### src/design/rsfd_pkg.sv
`default_nettype none
// ----------------------------------------------------------------------------
// rsfd_pkg
// Shared types and constants for the run-length sprite frame decoder.
// ----------------------------------------------------------------------------
package rsfd_pkg;

  // Default bounds on the frame size.
  localparam int DEF_MAX_WIDTH  = 1024;
  localparam int DEF_MAX_HEIGHT = 1024;

  // Configuration register widths and indexes.
  localparam int CFG_W     = 11;
  localparam int CFG_IDX_W = 2;
  localparam logic [CFG_IDX_W-1:0] REG_FRAME_WIDTH  = 2'd0;
  localparam logic [CFG_IDX_W-1:0] REG_FRAME_HEIGHT = 2'd1;
  localparam logic [CFG_W-1:0]     CFG_RESET_SIZE   = 11'd64;

  // Skip amount: a line skip covers at most 63 lines of the widest frame.
  localparam int AMT_W = 18;

  // Byte classes of a control byte.
  localparam logic [7:0] LINE_SKIP_LO  = 8'h40;
  localparam logic [7:0] LINE_SKIP_HI  = 8'h7F;
  localparam logic [7:0] PIXEL_SKIP_LO = 8'h80;
  localparam logic [7:0] PIXEL_SKIP_HI = 8'hFF;
  localparam logic [7:0] BYTE_NOP      = 8'h00;

  // Output offset saturation.
  localparam int OFFSET_W = 20;
  localparam logic [OFFSET_W-1:0] OFFSET_MAX = 20'hFFFFF;

  // Operation queue between front and back.
  localparam int Q_DEPTH  = 2;
  localparam int Q_PTR_W  = $clog2(Q_DEPTH);
  localparam int Q_CNT_W  = $clog2(Q_DEPTH + 1);

  typedef enum logic [1:0] {
    OP_CLEAR,
    OP_LITERAL,
    OP_SKIP
  } op_kind_t;

  typedef struct packed {
    op_kind_t         kind;
    logic             start;
    logic [AMT_W-1:0] amount;
    logic [7:0]       data;
  } op_t;

  typedef struct packed {
    logic               full;
    logic               empty;
    logic [Q_CNT_W-1:0] count;
  } q_status_t;

  typedef struct packed {
    logic [7:0] code_byte;
    logic       frame_start;
  } in_item_t;

  typedef struct packed {
    logic [OFFSET_W-1:0] pixel_offset;
    logic [7:0]          color_index;
    logic                in_range;
  } out_item_t;

endpackage
`default_nettype wire

### src/design/rsfd_chan_if.sv
`default_nettype none
// ----------------------------------------------------------------------------
// rsfd_chan_if
// Valid/ready channel carrying one payload item per request.
// ----------------------------------------------------------------------------
interface rsfd_chan_if #(
  parameter type payload_t = logic
);
  logic     valid;
  logic     ready;
  payload_t payload;

  modport source (output valid, output payload, input ready);
  modport sink   (input valid, input payload, output ready);
endinterface
`default_nettype wire

### src/design/rsfd_front.sv
`default_nettype none
// ----------------------------------------------------------------------------
// rsfd_front
// Accepts stream bytes, tracks the literal count and classifies each byte;
// only literals, skips and frame starts are queued; line skips are width-scaled.
// ----------------------------------------------------------------------------
module rsfd_front #(
  parameter int MAX_WIDTH = rsfd_pkg::DEF_MAX_WIDTH
) (
  input  wire logic                         clk,
  input  wire logic                         rst_n,
  rsfd_chan_if.sink                         in_chan,
  input  wire logic [$clog2(MAX_WIDTH+1)-1:0] width_eff,
  input  wire rsfd_pkg::q_status_t          q_status,
  output logic                              push,
  output rsfd_pkg::op_t                     op
);
  localparam int AMT_W = rsfd_pkg::AMT_W;

  logic [5:0] lit_r, lit_nxt, lit_eff;
  logic       accept;
  logic [7:0] code;

  assign in_chan.ready = !q_status.full;
  assign accept        = in_chan.valid && in_chan.ready;
  assign code          = in_chan.payload.code_byte;
  assign lit_eff       = in_chan.payload.frame_start ? 6'd0 : lit_r;

  always_comb begin
    push      = 1'b0;
    lit_nxt   = lit_r;
    op.kind   = rsfd_pkg::OP_CLEAR;
    op.start  = in_chan.payload.frame_start;
    op.amount = '0;
    op.data   = code;
    if (accept) begin
      lit_nxt = lit_eff;
      if (lit_eff != 6'd0) begin
        op.kind = rsfd_pkg::OP_LITERAL;
        lit_nxt = lit_eff - 6'd1;
        push    = 1'b1;
      end else begin
        case (code) inside
          [rsfd_pkg::LINE_SKIP_LO:rsfd_pkg::LINE_SKIP_HI]: begin
            op.kind   = rsfd_pkg::OP_SKIP;
            op.amount = AMT_W'(width_eff) * AMT_W'(code[5:0]);
            push      = 1'b1;
          end
          [rsfd_pkg::PIXEL_SKIP_LO:rsfd_pkg::PIXEL_SKIP_HI]: begin
            op.kind   = rsfd_pkg::OP_SKIP;
            op.amount = AMT_W'(code[6:0]);
            push      = 1'b1;
          end
          rsfd_pkg::BYTE_NOP: begin
            push = in_chan.payload.frame_start;
          end
          default: begin
            // Literal run announcement; only a frame start has to reach the back.
            lit_nxt = code[5:0];
            push    = in_chan.payload.frame_start;
          end
        endcase
      end
    end
  end

  always_ff @(posedge clk) begin
    if (!rst_n) begin
      lit_r <= 6'd0;
    end else begin
      lit_r <= lit_nxt;
    end
  end
endmodule
`default_nettype wire

### src/design/rsfd_queue.sv
`default_nettype none
// ----------------------------------------------------------------------------
// rsfd_queue
// Short FIFO of classified operations between front and back.
// ----------------------------------------------------------------------------
module rsfd_queue (
  input  wire logic                clk,
  input  wire logic                rst_n,
  input  wire logic                push,
  input  wire rsfd_pkg::op_t       push_op,
  input  wire logic                pop,
  output rsfd_pkg::op_t            head_op,
  output rsfd_pkg::q_status_t      status
);
  localparam int DEPTH = rsfd_pkg::Q_DEPTH;
  localparam int PTR_W = rsfd_pkg::Q_PTR_W;
  localparam int CNT_W = rsfd_pkg::Q_CNT_W;

  rsfd_pkg::op_t    entry_r [DEPTH];
  logic [PTR_W-1:0] wr_ptr_r, wr_ptr_nxt, rd_ptr_r, rd_ptr_nxt;
  logic [CNT_W-1:0] cnt_r, cnt_nxt;
  logic             do_push, do_pop;

  assign status.full  = (cnt_r == CNT_W'(DEPTH));
  assign status.empty = (cnt_r == '0);
  assign status.count = cnt_r;
  assign head_op      = entry_r[rd_ptr_r];

  assign do_push = push && !status.full;
  assign do_pop  = pop && !status.empty;

  always_comb begin
    wr_ptr_nxt = wr_ptr_r;
    rd_ptr_nxt = rd_ptr_r;
    cnt_nxt    = cnt_r;
    if (do_push) begin
      wr_ptr_nxt = (wr_ptr_r == PTR_W'(DEPTH - 1)) ? '0 : wr_ptr_r + PTR_W'(1);
    end
    if (do_pop) begin
      rd_ptr_nxt = (rd_ptr_r == PTR_W'(DEPTH - 1)) ? '0 : rd_ptr_r + PTR_W'(1);
    end
    if (do_push && !do_pop) begin
      cnt_nxt = cnt_r + CNT_W'(1);
    end else if (do_pop && !do_push) begin
      cnt_nxt = cnt_r - CNT_W'(1);
    end
  end

  always_ff @(posedge clk) begin
    if (do_push) begin
      entry_r[wr_ptr_r] <= push_op;
    end
  end

  always_ff @(posedge clk) begin
    if (!rst_n) begin
      wr_ptr_r <= '0;
      rd_ptr_r <= '0;
      cnt_r    <= '0;
    end else begin
      wr_ptr_r <= wr_ptr_nxt;
      rd_ptr_r <= rd_ptr_nxt;
      cnt_r    <= cnt_nxt;
    end
  end
endmodule
`default_nettype wire

### src/design/rsfd_back.sv
`default_nettype none
// ----------------------------------------------------------------------------
// rsfd_back
// Holds the write position, carries out queued operations and drives the
// registered result channel.
// ----------------------------------------------------------------------------
module rsfd_back #(
  parameter int MAX_WIDTH  = rsfd_pkg::DEF_MAX_WIDTH,
  parameter int MAX_HEIGHT = rsfd_pkg::DEF_MAX_HEIGHT
) (
  input  wire logic                                   clk,
  input  wire logic                                   rst_n,
  input  wire logic [$clog2(MAX_WIDTH*MAX_HEIGHT+1)-1:0] limit,
  input  wire rsfd_pkg::op_t                          head_op,
  input  wire rsfd_pkg::q_status_t                    q_status,
  output logic                                        pop,
  rsfd_chan_if.source                                 out_chan
);
  localparam int POS_W = $clog2(MAX_WIDTH * MAX_HEIGHT + 1);
  localparam int AMT_W = rsfd_pkg::AMT_W;
  localparam int SUM_W = ((POS_W > AMT_W) ? POS_W : AMT_W) + 1;
  localparam int OFF_W = rsfd_pkg::OFFSET_W;

  logic [POS_W-1:0] pos_r, pos_nxt, base, adv;
  logic [AMT_W-1:0] step;
  logic [SUM_W-1:0] sum;
  logic             over;
  logic             out_valid_r, out_valid_nxt;
  rsfd_pkg::out_item_t out_item_r, out_item_nxt;

  assign pop  = !q_status.empty && (!out_valid_r || out_chan.ready);
  assign base = head_op.start ? '0 : pos_r;
  assign step = (head_op.kind == rsfd_pkg::OP_LITERAL) ? AMT_W'(1) : head_op.amount;
  assign sum  = SUM_W'(base) + SUM_W'(step);
  // The position saturates at the limit, and one already past it is pulled down.
  assign over = (base >= limit) || (sum >= SUM_W'(limit));
  assign adv  = over ? limit : POS_W'(sum);

  always_comb begin
    pos_nxt       = pos_r;
    out_valid_nxt = out_valid_r && !out_chan.ready;
    out_item_nxt  = out_item_r;
    if (pop) begin
      case (head_op.kind)
        rsfd_pkg::OP_LITERAL: begin
          pos_nxt                   = adv;
          out_valid_nxt             = 1'b1;
          out_item_nxt.pixel_offset = (32'(base) > 32'(rsfd_pkg::OFFSET_MAX)) ?
                                      rsfd_pkg::OFFSET_MAX : OFF_W'(base);
          out_item_nxt.color_index  = head_op.data;
          out_item_nxt.in_range     = (base < limit);
        end
        rsfd_pkg::OP_SKIP: begin
          pos_nxt = adv;
        end
        default: begin
          pos_nxt = base;
        end
      endcase
    end
  end

  always_ff @(posedge clk) begin
    if (!rst_n) begin
      pos_r       <= '0;
      out_valid_r <= 1'b0;
    end else begin
      pos_r       <= pos_nxt;
      out_valid_r <= out_valid_nxt;
    end
    out_item_r <= out_item_nxt;
  end

  assign out_chan.valid   = out_valid_r;
  assign out_chan.payload = out_item_r;
endmodule
`default_nettype wire

### src/design/rle_sprite_frame_decoder.sv
`default_nettype none
// An accepted literal byte goes through the operation queue and the result register.
// Throughput: one byte per cycle, and one position step in the back end, unless the output stalls.
// A line skip scales by the width in the front, so the back end needs one add and compare.
// Reset is synchronous and active low: position, literal count, queue and output
// valid clear, and both frame size registers return to 64.
// ----------------------------------------------------------------------------
// rle_sprite_frame_decoder
// Run-length sprite frame decoder: turns a compressed byte stream into
// palette-index pixel writes with a linear offset and a range flag.
// ----------------------------------------------------------------------------
module rle_sprite_frame_decoder #(
  parameter int MAX_WIDTH  = rsfd_pkg::DEF_MAX_WIDTH,
  parameter int MAX_HEIGHT = rsfd_pkg::DEF_MAX_HEIGHT
) (
  input  wire logic                          clk,
  input  wire logic                          rst_n,
  rsfd_chan_if.sink                          in_chan,
  rsfd_chan_if.source                        out_chan,
  input  wire logic                          cfg_we,
  input  wire logic [rsfd_pkg::CFG_IDX_W-1:0] cfg_index,
  input  wire logic [rsfd_pkg::CFG_W-1:0]    cfg_wdata
);
  localparam int CW_W  = $clog2(MAX_WIDTH + 1);
  localparam int CH_W  = $clog2(MAX_HEIGHT + 1);
  localparam int POS_W = $clog2(MAX_WIDTH * MAX_HEIGHT + 1);

  // Frame size registers. Writes to indexes beyond the list are ignored.
  logic [rsfd_pkg::CFG_W-1:0] width_r, width_nxt, height_r, height_nxt;

  always_comb begin
    width_nxt  = width_r;
    height_nxt = height_r;
    if (cfg_we) begin
      case (cfg_index)
        rsfd_pkg::REG_FRAME_WIDTH:  width_nxt  = cfg_wdata;
        rsfd_pkg::REG_FRAME_HEIGHT: height_nxt = cfg_wdata;
        default: begin
        end
      endcase
    end
  end

  always_ff @(posedge clk) begin
    if (!rst_n) begin
      width_r  <= rsfd_pkg::CFG_RESET_SIZE;
      height_r <= rsfd_pkg::CFG_RESET_SIZE;
    end else begin
      width_r  <= width_nxt;
      height_r <= height_nxt;
    end
  end

  // Sizes above the supported maximum act as the maximum. The pixel limit is
  // registered; the user must change configuration only while idle (not enforced
  // by the block), so that it is settled before any request reaches the back end.
  logic [CW_W-1:0]  width_eff;
  logic [CH_W-1:0]  height_eff;
  logic [POS_W-1:0] limit_r;

  assign width_eff  = (32'(width_r) > 32'(MAX_WIDTH)) ? CW_W'(MAX_WIDTH) : CW_W'(width_r);
  assign height_eff = (32'(height_r) > 32'(MAX_HEIGHT)) ? CH_W'(MAX_HEIGHT) : CH_W'(height_r);

  always_ff @(posedge clk) begin
    limit_r <= POS_W'(width_eff) * POS_W'(height_eff);
  end

  // Front end: literal count and byte classification.
  logic                q_push;
  rsfd_pkg::op_t       q_push_op;
  logic                q_pop;
  rsfd_pkg::op_t       q_head_op;
  rsfd_pkg::q_status_t q_status;

  rsfd_front #(
    .MAX_WIDTH (MAX_WIDTH)
  ) u_front (
    .clk       (clk),
    .rst_n     (rst_n),
    .in_chan   (in_chan),
    .width_eff (width_eff),
    .q_status  (q_status),
    .push      (q_push),
    .op        (q_push_op)
  );

  // Operation queue lets the front keep taking bytes while a result waits.
  rsfd_queue u_queue (
    .clk     (clk),
    .rst_n   (rst_n),
    .push    (q_push),
    .push_op (q_push_op),
    .pop     (q_pop),
    .head_op (q_head_op),
    .status  (q_status)
  );

  // Back end: write position and the registered result.
  rsfd_back #(
    .MAX_WIDTH  (MAX_WIDTH),
    .MAX_HEIGHT (MAX_HEIGHT)
  ) u_back (
    .clk      (clk),
    .rst_n    (rst_n),
    .limit    (limit_r),
    .head_op  (q_head_op),
    .q_status (q_status),
    .pop      (q_pop),
    .out_chan (out_chan)
  );

`ifndef SYNTHESIS
  // The front only issues a request into the queue when there is room.
  a_push_room: assert property (@(posedge clk) disable iff (!rst_n)
    q_push |-> !q_status.full)
    else $error("operation pushed into a full queue");

  // A pushed operation leaves the queue non-empty on the next cycle.
  a_push_holds: assert property (@(posedge clk) disable iff (!rst_n)
    q_push |=> (q_status.count != '0))
    else $error("pushed operation lost");

  // A new result appears only after the back end took an operation.
  a_result_source: assert property (@(posedge clk) disable iff (!rst_n)
    $rose(out_chan.valid) |-> $past(q_pop))
    else $error("result raised without a dequeued operation");
`endif
endmodule
`default_nettype wire

### src/flat_wrapper.sv
// flat-port wrapper written by rule: the top's interface ports become plain ports
module rle_sprite_frame_decoder_flat 
#(
  parameter int MAX_WIDTH  = rsfd_pkg::DEF_MAX_WIDTH,
  parameter int MAX_HEIGHT = rsfd_pkg::DEF_MAX_HEIGHT
)
  (clk, rst_n, cfg_we, cfg_index, cfg_wdata, in_chan_valid, in_chan_payload, in_chan_ready, out_chan_valid, out_chan_payload, out_chan_ready);
  rsfd_chan_if #(.payload_t(rsfd_pkg::in_item_t)) in_chan_i ();
  rsfd_chan_if #(.payload_t(rsfd_pkg::out_item_t)) out_chan_i ();
  input  wire logic clk;
  input  wire logic rst_n;
  input  wire logic cfg_we;
  input  wire logic [rsfd_pkg::CFG_IDX_W-1:0] cfg_index;
  input  wire logic [rsfd_pkg::CFG_W-1:0] cfg_wdata;
  input wire logic [$bits(in_chan_i.valid)-1:0] in_chan_valid;
  input wire logic [$bits(in_chan_i.payload)-1:0] in_chan_payload;
  output wire logic [$bits(in_chan_i.ready)-1:0] in_chan_ready;
  output wire logic [$bits(out_chan_i.valid)-1:0] out_chan_valid;
  output wire logic [$bits(out_chan_i.payload)-1:0] out_chan_payload;
  input wire logic [$bits(out_chan_i.ready)-1:0] out_chan_ready;
  assign in_chan_i.valid = in_chan_valid;
  assign in_chan_i.payload = in_chan_payload;
  assign in_chan_ready = in_chan_i.ready;
  assign out_chan_valid = out_chan_i.valid;
  assign out_chan_payload = out_chan_i.payload;
  assign out_chan_i.ready = out_chan_ready;
  rle_sprite_frame_decoder #(.MAX_WIDTH(MAX_WIDTH), .MAX_HEIGHT(MAX_HEIGHT)) u_core (.clk(clk), .rst_n(rst_n), .in_chan(in_chan_i), .out_chan(out_chan_i), .cfg_we(cfg_we), .cfg_index(cfg_index), .cfg_wdata(cfg_wdata));
endmodule
### config.mk
export PLATFORM = sky130hd
export DESIGN_NAME = rle_sprite_frame_decoder_flat
export DESIGN_NICKNAME = d
export VERILOG_FILES = /design/src/design/rsfd_pkg.sv /design/src/design/rsfd_chan_if.sv /design/src/design/rsfd_front.sv /design/src/design/rsfd_queue.sv /design/src/design/rsfd_back.sv /design/src/design/rle_sprite_frame_decoder.sv /design/src/flat_wrapper.sv
export SDC_FILE = /design/constraint.sdc
export NUM_CORES = 1
export LEC_CHECK = 0
export BUFFER_PORTS_ARGS = -buffer_cell sky130_fd_sc_hd__buf_2
export CAP_MARGIN = 0
export CORE_MARGIN = 5
export CORE_UTILIZATION = 40
export CTS_BUF_LIST = sky130_fd_sc_hd__clkbuf_8
export DETAILED_ROUTE_END_ITERATION = 16
export MAX_ROUTING_LAYER = met4
export PLACE_DENSITY_LB_ADDON = 0.08
export SYNTH_ARGS = -nofsm -noshare
export SYNTH_HDL_FRONTEND = slang
export SYNTH_SLANG_ARGS = --single-unit
### constraint.sdc
create_clock -name clk -period 5.61 [get_ports clk]
set_input_delay 1.122 -clock clk [delete_from_list [all_inputs] [get_ports clk]]
set_output_delay 1.122 -clock clk [all_outputs]
set_load 0.01 [all_outputs]
# ---- Word level (Yosys, flattened, before mapping)
# Memories as Yosys holds them, arrays and structs flattened. A register that Yosys moved wholly into a read port is not among the register bits.
# Index checks and enable logic that the tools add are counted.
dict set report totals {
  elab_cells 94
  inputBits 27
  out_inout_bits 31
  mem_bits_rw 58
  n_memories 1
  ff_bits 104
}
# name depth word_bits read_ports rd_ports_with_merged_regs wr line_no
set memory_table {}
lappend memory_table {u_core.u_queue.entry_r 2 29 1 1 1 rsfd_queue.sv:19} ;# rsfd_pkg::op_t entry_r [DEPTH];
dict set report classes {
  magnitude_cmp 10
  n_addsub 6
  reduce_logical 26
  eq_ne 4
  muxes 33
  mul 2
}
# op count
set op_table {}
lappend op_table {{two-way mux 21 bit} 3}
lappend op_table {{two-way mux 18 bit} 3}
lappend op_table {{two-way mux 6 bit} 5}
lappend op_table {{adder 21 x 18 -> 22 bit} 1}
lappend op_table {{>= comparator 22 x 21 -> 1 bit} 1}
lappend op_table {{greater-than comparator 11 bit (second input constant)} 2}
lappend op_table {{two-way mux 11 bit} 2}
lappend op_table {{>= comparator 21 bit} 1}
lappend op_table {{greater-than comparator 21 x 20 -> 1 bit (second input constant)} 1}
lappend op_table {{less-than comparator 21 bit} 1}
lappend op_table {{multiplier 11 x 11 -> 21 bit} 1}
lappend op_table {{multiplier 11 x 6 -> 17 bit} 1}
lappend op_table {{two-way mux 17 bit} 1}
lappend op_table {{two-way mux 1 bit} 12}
lappend op_table {{two-way mux 2 bit} 6}
lappend op_table {{logical AND 1 bit} 9}
lappend op_table {{>= comparator 8 x 7 -> 1 bit (second input constant)} 1}
lappend op_table {{>= comparator 8 bit (second input constant)} 1}
lappend op_table {{<= comparator 8 x 7 -> 1 bit (second input constant)} 1}
lappend op_table {{<= comparator 8 bit (second input constant)} 1}
lappend op_table {{zero test 8 bit} 1}
lappend op_table {{two-way mux 7 bit} 1}
lappend op_table {{zero test 1 bit} 6}
lappend op_table {{AND reduction 2 bit} 3}
lappend op_table {{11 further kinds} 16}

# ---- Depth between registers and ports, before layout
# Gate-level depths: netlist of the first run.
dict set report depth {
  depth_word 11
  ltp_mapped 24
  depth_no_buf 21
}

# ---- Modules after synthesis
# From an unflattened synthesis of the first run, not the netlist that was laid out.
dict set report unflattened {
  hier_cells 1545
  area_unflattened_um2 14645.3
}
# mod cells_each seq_area_each_um2 instances area_each_um2
set modules_own_cells {}
lappend modules_own_cells {rle_sprite_frame_decoder 612 860.8 1 5313.8}
lappend modules_own_cells {rsfd_back 463 1311.3 1 4219.0}
lappend modules_own_cells {rsfd_front 355 120.1 1 2790.2}
lappend modules_own_cells {rsfd_queue 115 1841.8 1 2322.2}

# ---- Least setup slack after synthesis of the first run
# No wires, ideal clock.
dict set report synth_path {
  path_kind {register -> register}
  start {register u_core.width_r[10] (netlist name)}
  end {register u_core.limit_r[19]}
  slack_ns 0.187
  stages_incl_launch_ff 23
  arrival_ns 5.299
  required_time_ns 5.487
  setup_ns 0.123
  synth_period_minus_slack_ns 5.423
  path_buffers 2
  path_cell_list {dfxtp_1 buf_1 nor2b_1 clkbuf_1 nand2_1 fa_1 inv_1 ha_1 inv_1 fa_1 inv_1 fa_1 inv_1 fa_1 inv_1 ha_1 a211o_1 o221a_2 o31ai_1 a21oi_1 a211oi_1 o21bai_1 xor2_1}
}
dict set report synth_via {
  elab_chain_len 3
}
# element line_no
set synth_lines {}
lappend synth_lines {{start, declared} rle_sprite_frame_decoder.sv:29} ;# logic [rsfd_pkg::CFG_W-1:0] width_r, width_nxt, height_r, height_nxt;
lappend synth_lines {{start signal, assigned} rle_sprite_frame_decoder.sv:46} ;# width_r <= rsfd_pkg::CFG_RESET_SIZE;
lappend synth_lines {{start signal, assigned} rle_sprite_frame_decoder.sv:49} ;# width_r <= width_nxt;
lappend synth_lines {{greater-than comparator 11 bit} rle_sprite_frame_decoder.sv:61} ;# assign width_eff = (32'(width_r) > 32'(MAX_WIDTH)) ? CW_W'(MAX_WIDTH) : CW_W'(width_r);
lappend synth_lines {{two-way mux 11 bit (*)} rle_sprite_frame_decoder.sv:61}
lappend synth_lines {{multiplier 11 x 11 -> 21 bit (*)} rle_sprite_frame_decoder.sv:65} ;# limit_r <= POS_W'(width_eff) * POS_W'(height_eff);
lappend synth_lines {{end signal, assigned} rle_sprite_frame_decoder.sv:65}
lappend synth_lines {{end, declared} rle_sprite_frame_decoder.sv:59} ;# logic [POS_W-1:0] limit_r;
# Mark *: on every way between the ends. The rest lies on a longest branch, timed or not.
# A chain may end at the register's enable or synchronous reset.

# ---- Final worst setup path of the first run
dict set report layout_path {
  start {register u_core.height_r[10] (netlist name)}
  end {register u_core.limit_r[17]}
}
dict set report layout_via {
  elab_chain_len 3
}
# element line_no
set layout_lines {}
lappend layout_lines {{start, declared} rle_sprite_frame_decoder.sv:29}
lappend layout_lines {{start signal, assigned} rle_sprite_frame_decoder.sv:47} ;# height_r <= rsfd_pkg::CFG_RESET_SIZE;
lappend layout_lines {{start signal, assigned} rle_sprite_frame_decoder.sv:50} ;# height_r <= height_nxt;
lappend layout_lines {{greater-than comparator 11 bit} rle_sprite_frame_decoder.sv:62} ;# assign height_eff = (32'(height_r) > 32'(MAX_HEIGHT)) ? CH_W'(MAX_HEIGHT) : CH_W'(height_r);
lappend layout_lines {{two-way mux 11 bit (*)} rle_sprite_frame_decoder.sv:62}
lappend layout_lines {{multiplier 11 x 11 -> 21 bit (*)} rle_sprite_frame_decoder.sv:65}
# Marked as above.

==> flow_metrics.tcl, run 1 <==
set metrics [dict create \
    portBuffers 57 \
    wl_per_cell_um 17.4 \
    yosysTopAreaCellShare_pct 18.1 \
    ys_ff_latch 161 \
    worstSkewPairLatency_ns 0.50 \
    ys_types 58 \
    holdWs_ns 0.447 \
    finalClockSkew_ns 0.0147 \
    core_area_um2 34600 \
    fin_nets 1866 \
    cts_sinks 161 \
    p_comb_share_pct 44.4 \
    cp_top_family "adder cells" \
    antenna-diode-count 0 \
    hold_violations 0 \
    synthArstFlopShare_pct 0 \
    p_int_w 0.00261 \
    rsz0062_at_grt "false" \
    antenna_found_initial 0 \
    ir_drop_v 0.000167 \
    status "completed" \
    synth-seq-area-share_pct 28.9 \
    clkPwrFrac_pct 20.8 \
    hp-class "flip-flop to flip-flop" \
    cts.clk_slew.worst_paths_ns 0.10 \
    syn_inst 1499 \
    required_ns 6.03 \
    start_kind "flip-flop" \
    path_class "flip-flop to flip-flop" \
    dr.pass1.iters 5 \
    die_y_um 198 \
    fill_cells 3351 \
    synth_edf_count 85 \
    fp.dieW_um 198 \
    grt_pass1_wl_um 56700 \
    net-switching-power_w 0.00176 \
    crit_top_cell "fa_1" \
    placed_area_um2 15100 \
    fmax_mhz 186 \
    cp_data_arrival_time_ns 5.81 \
    clock_path_buffers 2 \
    cts_tree "done" \
    setup_violations 0 \
    io_pins 58 \
    routed_wl_um 35600 \
    final.setup.tns_ns 0 \
    area_delta_synth_final_pct 11.1 \
    grt_pass1_vias 10100 \
    critPathMaxFanout 7 \
    global_route.overflow_total 0 \
    grt_max_degree 38 \
    fin_crit_sh_pct 95.9 \
    synth_ff_type "edfxtp_1" \
    cts_made_buffers 17 \
    syn-cell-area_um2 14100 \
    cts_max_level 4 \
    relSlewSlack_pct 37.0 \
    syn_area_per_cell_um2 9.39 \
    power_density_nw_per_um2 279 \
    dr_total_vias 10300 \
    slowest_stage "fa_1" \
    maxCapViolCount 0 \
    leakage_nw 7.18 \
    hpwl_um 28600 \
    yosysMostFrequentCell "inv_1" \
    viasPerCell 5.02 \
    end_kind "flip-flop" \
    critPathBufInv 4 \
    root_buffer "clkbuf_8" \
    pwr-share-seq_pct 34.8 \
    dieArea_um2 39000 \
    yosys-top-cells-area "edfxtp_1 (18%), fa_1 (17%), ha_1 (13%)" \
    drive_gt1_share_pct 12.1 \
    p_sw_share_pct 40.2 \
    grt_usage_pct 19.0 \
    drv_slew 0 \
    place_congestion 0.866 \
    ant_nets 0 \
    max_stage_delay_ns 0.55 \
    ys_warn_count 0 \
    cp_cell_sequence "buf_2 -> nor2b_4 -> nand2_1 -> fa_1 -> fa_1 -> fa_1 -> inv_1 -> fa_1 -> inv_1 -> fa_1 -> inv_1 -> ha_4 -> a211o_1 -> o221a_2 -> o31ai_2 -> a21oi_2 -> a21o_1 -> a21oi_1 -> xnor2_1" \
    drc 0 \
    worstMarginPinSlew_ns 0.932 \
    start_util_pct 40.6 \
    period_minus_slack_ns 5.38 \
    fin_area_um2 15600 \
    synth_nets 1788 \
    num_rows 68 \
    drt_iter0_drc 668 \
    yosysTopAreaCell "edfxtp_1" \
    synthTopCellsByCount "inv_1 (195), nand2_1 (148), ha_1 (145)" \
]
## routing by layer
metal	global-route usage, %	routed length, µm	part of all wire, %	vias to the layer above
li1	-	-	-	5110
met2	29.0	16300	46	152
met1	27.4	18000	50	4960
met3	2.00	853	2.4	34
met4	4.57	527	1.5	0
met5	-	0	0	-
## through the flow
step | setup slack [ns] | util [%] | total power (W) | std cells
floorplan | 0.187 | - | 0.00299 | 1499
global placement | 0.0599 | 43.7 | 0.00348 | 2012
detailed placement | -0.0262 | 43.7 | 0.00349 | 2012
CTS | 0.0152 | 44.9 | 0.00441 | 2044
global route | 0.00317 | 45.2 | 0.00468 | 2045
finish | 0.228 | 45.2 | 0.00437 | 2045
## power groups by stage
stage / sequential, W / combinational (W) / clock (W)
CTS: 0.00152 / 0.00195 / 0.000941
detailed placement: 0.00155 / 0.00194 / 0
floorplan: 0.00155 / 0.00144 / 0
global route: 0.00154 / 0.00215 / 0.000983
global placement: 0.00154 / 0.00194 / 0
finish: 0.00152 / 0.00194 / 0.000909
## final timing paths
check | slack [ns] | depth (start not counted) | from | end
max | 0.23 | 19 | u_core.height_r[10] | u_core.limit_r[17]
min reg2reg | 0.45 | 2 | u_core.u_back.pos_r[14] | u_core.u_back.pos_r[14]
min | 0.45 | 2 | u_core.u_back.pos_r[14] | u_core.u_back.pos_r[14]
max reg2reg | 0.23 | 19 | u_core.height_r[10] | u_core.limit_r[17]
## cell type report
cell class,count,area [µm²],share of cell area (%)
Multi-Input combinational cell,1087,9130,58.4
Sequential cell,161,4080,26.1
Inverter,196,736,4.70
Timing Repair Buffer,114,714,4.57
Tap cell,455,569,3.64
Clock buffer,17,234,1.50
Clock inverter,15,178,1.14
## repair_timing
| item | 4_1_cts | 5_1_grt |
|---|---|---|
| setup buffers | 0 | 1 |
| hold endpoints to repair | 0 | 0 |
| setup endpoints to repair | 3 | 19 |
| pin swaps | 0 | 2 |
| gates resized for setup | 4 | 23 |
| hold buffers | 0 | 0 |
## flip-flops by register name, indices dropped and copies added (netlist names), named ones only
register and count:
u_core.u_queue.entry_r 56, u_core.u_back.out_chan.payload 29, u_core.limit_r 21, u_core.u_back.pos_r 21
u_core.height_r 11, u_core.width_r 11, u_core.u_front.lit_r 6, u_core.u_queue.cnt_r 2
u_core.u_back.out_chan.valid 1, u_core.u_queue.rd_ptr_r 1, u_core.u_queue.wr_ptr_r 1
## tightest hold or removal path: cells and delay by family (launching register included)
kind            cells  cell delay (ns)
compound gates      1             0.05
flops               1             0.32
simple gates        1             0.05
## placed cells by master, fill, tap and decap left out, drive strengths merged, types with 13 or more instances in the layout
cell	count
xnor2	32
inv	199
nand2b	32
and2	76
a21oi	49
nor3	21
xor2	17
clkbuf	17
edfxtp	85
o21ai	64
ha	145
nand2	148
nor2b	51
fa	117
mux2i	60
nand3	13
dfxtp	76
a211oi	16
buf	114
nor2	124
## logic make-up (layout without fill, tap and decap cells)
| logic type | Yosys count | count (layout) | share of synthesized area [%] |
|---|---|---|---|
| simple gates | 502 | 502 | 17.3 |
| fa+ha+maj | 262 | 262 | 29.5 |
| mux | 69 | 69 | 4.99 |
| compound gates | 205 | 205 | 9.30 |
| flops | 161 | 161 | 28.9 |
| buf+inv | 251 | 342 | 6.85 |
| xor+xnor | 49 | 49 | 3.05 |
No activity file was read; power rests on OpenSTA's default activity.
==> inputs of run 2 (changes only) <==
--- a/config.mk
+++ b/config.mk
@@ -7,6 +7,7 @@
 export LEC_CHECK = 0
 export BUFFER_PORTS_ARGS = -buffer_cell sky130_fd_sc_hd__buf_2
 export CAP_MARGIN = 0
+export CORE_ASPECT_RATIO = 1.75
 export CORE_MARGIN = 5
 export CORE_UTILIZATION = 40
 export CTS_BUF_LIST = sky130_fd_sc_hd__clkbuf_8
==> flow_metrics.tcl, run 2 (same netlist as run 1, synthesis figures left out) <==
set metrics [dict create \
    status "completed" \
    antenna_found_initial 1 \
    dr_total_vias 10300 \
    finalClockSkew_ns 0.0163 \
    hold_violations 0 \
    fin_crit_sh_pct 95.3 \
    hp-class "flip-flop to flip-flop" \
    routed_wl_um 36000 \
    setup_violations 0 \
    wl_per_cell_um 17.4 \
    p_sw_share_pct 40.3 \
    die_y_um 258 \
    cts_made_buffers 17 \
    largest_reg_flops 56 \
    regMostFlops "u_core.u_queue.entry_r" \
    drv_slew 0 \
    p_int_w 0.00264 \
    grt_pass1_vias 10800 \
    ant_nets 0 \
    drive_gt1_share_pct 12.3 \
    final_util_pct 44.8 \
    clock_path_buffers 2 \
    max_stage_delay_ns 0.57 \
    cts_tree "done" \
    cp_top_family "adder cells" \
    global_route.overflow_total 0 \
    hpwl_um 29900 \
    io_pins 58 \
    critPathMaxFanout 12 \
    portBuffers 57 \
    grt_max_degree 38 \
    end_kind "flip-flop" \
    viasPerCell 5.00 \
    worstMarginPinSlew_ns 1.16 \
    core_area_um2 35100 \
    cts_resized 0 \
    cts.clk_slew.worst_paths_ns 0.10 \
    relSlewSlack_pct 22.6 \
    critPathBufInv 3 \
    maxCapViolCount 0 \
    final.setup.tns_ns 0 \
    cp_cell_sequence "nor2b_1 -> nand2_1 -> fa_1 -> fa_1 -> fa_1 -> inv_1 -> fa_1 -> inv_1 -> fa_1 -> inv_1 -> ha_1 -> a211o_1 -> o221ai_2 -> o21ai_1 -> nand3_1 -> nand4_1 -> a31o_2 -> a21oi_1 -> xnor2_1" \
    dieArea_um2 39200 \
    start_util_pct 40.1 \
    fill_cells 3549 \
    rsz0062_at_grt "false" \
    pwr-share-seq_pct 34.5 \
    leakage_nw 7.22 \
    p_comb_share_pct 45.7 \
    required_ns 6.02 \
    postCtsHoldBufs 0 \
    ir_drop_v 0.000254 \
    area_delta_synth_final_pct 11.6 \
    num_rows 91 \
    crit_top_cell "fa_1" \
    grt_pass1_wl_um 57400 \
    grt_usage_pct 19.5 \
    clkPwrFrac_pct 19.8 \
    fmax_mhz 187 \
    fin_nets 1874 \
    postCtsSetupBuffers 0 \
    path_class "flip-flop to flip-flop" \
    place_congestion 0.875 \
    cp_data_arrival_time_ns 5.76 \
    cts_sinks 161 \
    drt_iter0_drc 375 \
    worstSkewPairLatency_ns 0.49 \
    net-switching-power_w 0.00178 \
    start_kind "flip-flop" \
    period_minus_slack_ns 5.35 \
    final_cell_mix "inv_1 (195), nand2_1 (147), ha_1 (145)" \
    dr.pass1.iters 5 \
    fp.dieW_um 152 \
    holdWs_ns 0.446 \
    drc 0 \
    cts_max_level 4 \
    final_common_cell "inv_1" \
    slowest_stage "fa_1" \
    root_buffer "clkbuf_8" \
    power_density_nw_per_um2 281 \
]
run 2: cell count changes in the layout (fill, tap and decap cells not counted), sizes merged:
| cell | before | now |
|---|---|---|
| buf | 114 | 122 |
| bufinv | 1 | 0 |
| clkbuf | 17 | 18 |
| clkinv | 10 | 7 |
| diode | 0 | 1 |
| inv | 199 | 202 |
run 2: power groups by stage:
stage	Sequential [W]	Combinational (W)	Clock (W)
after floorplan	0.00155	0.00144	0
after global placement	0.00155	0.00204	0
after detailed placement	0.00155	0.00205	0
after CTS	0.00152	0.00205	0.000913
after global routing	0.00154	0.00224	0.000962
final	0.00152	0.00202	0.000875
run 2: area by class of cell:
cell class | count | area, µm² | area share [%]
clock inverter | 14 | 161 | 1.03
multi-input combinational | 1087 | 9090 | 57.9
antenna | 1 | 2.50 | 0.0159
inverter | 196 | 736 | 4.68
timing repair buffer | 122 | 798 | 5.08
sequential | 161 | 4080 | 26.0
clock buffer | 18 | 248 | 1.58
tap | 465 | 582 | 3.70
run 2: layer usage:
layer | track usage [%] | part of all wire (%)
met3 | 2.25 | 2.2
met2 | 36.8 | 56
met1 | 20.9 | 39
met4 | 6.32 | 3.0
met5 | - | 0
run 2: metrics by stage:
| stage | instance area (µm²) | power (W) | setup WS [ns] | instances |
|---|---|---|---|---|
| after floorplan | 14100 | 0.00299 | 0.187 | 1499 |
| after global placement | 15200 | 0.00358 | 0.150 | 2031 |
| after detailed placement | 15200 | 0.00360 | 0.0668 | 2031 |
| after CTS | 15600 | 0.00448 | 0.0433 | 2063 |
| after global routing | 15700 | 0.00474 | 0.0191 | 2064 |
| final | 15700 | 0.00442 | 0.261 | 2064 |
run 2: path summary, 6_finish.rpt:
| kind | cells after the start | slack (ns) | start | endpoint |
|---|---|---|---|---|
| hold / removal | 2 | 0.45 | u_core.u_back.pos_r[12] | u_core.u_back.pos_r[12] |
| setup reg to reg | 19 | 0.26 | u_core.height_r[10] | u_core.limit_r[20] |
| hold reg to reg | 2 | 0.45 | u_core.u_back.pos_r[12] | u_core.u_back.pos_r[12] |
| setup / recovery | 19 | 0.26 | u_core.height_r[10] | u_core.limit_r[20] |
run 2: worst register-to-register path: cells and delay by family (launching register included):
kind | cells | cell delay (ns)
fa+ha+maj | 6 | 2.92
buf+inv | 3 | 0.16
flops | 1 | 0.40
compound gates | 5 | 1.10
simple gates | 4 | 0.55
xor+xnor | 1 | 0.13
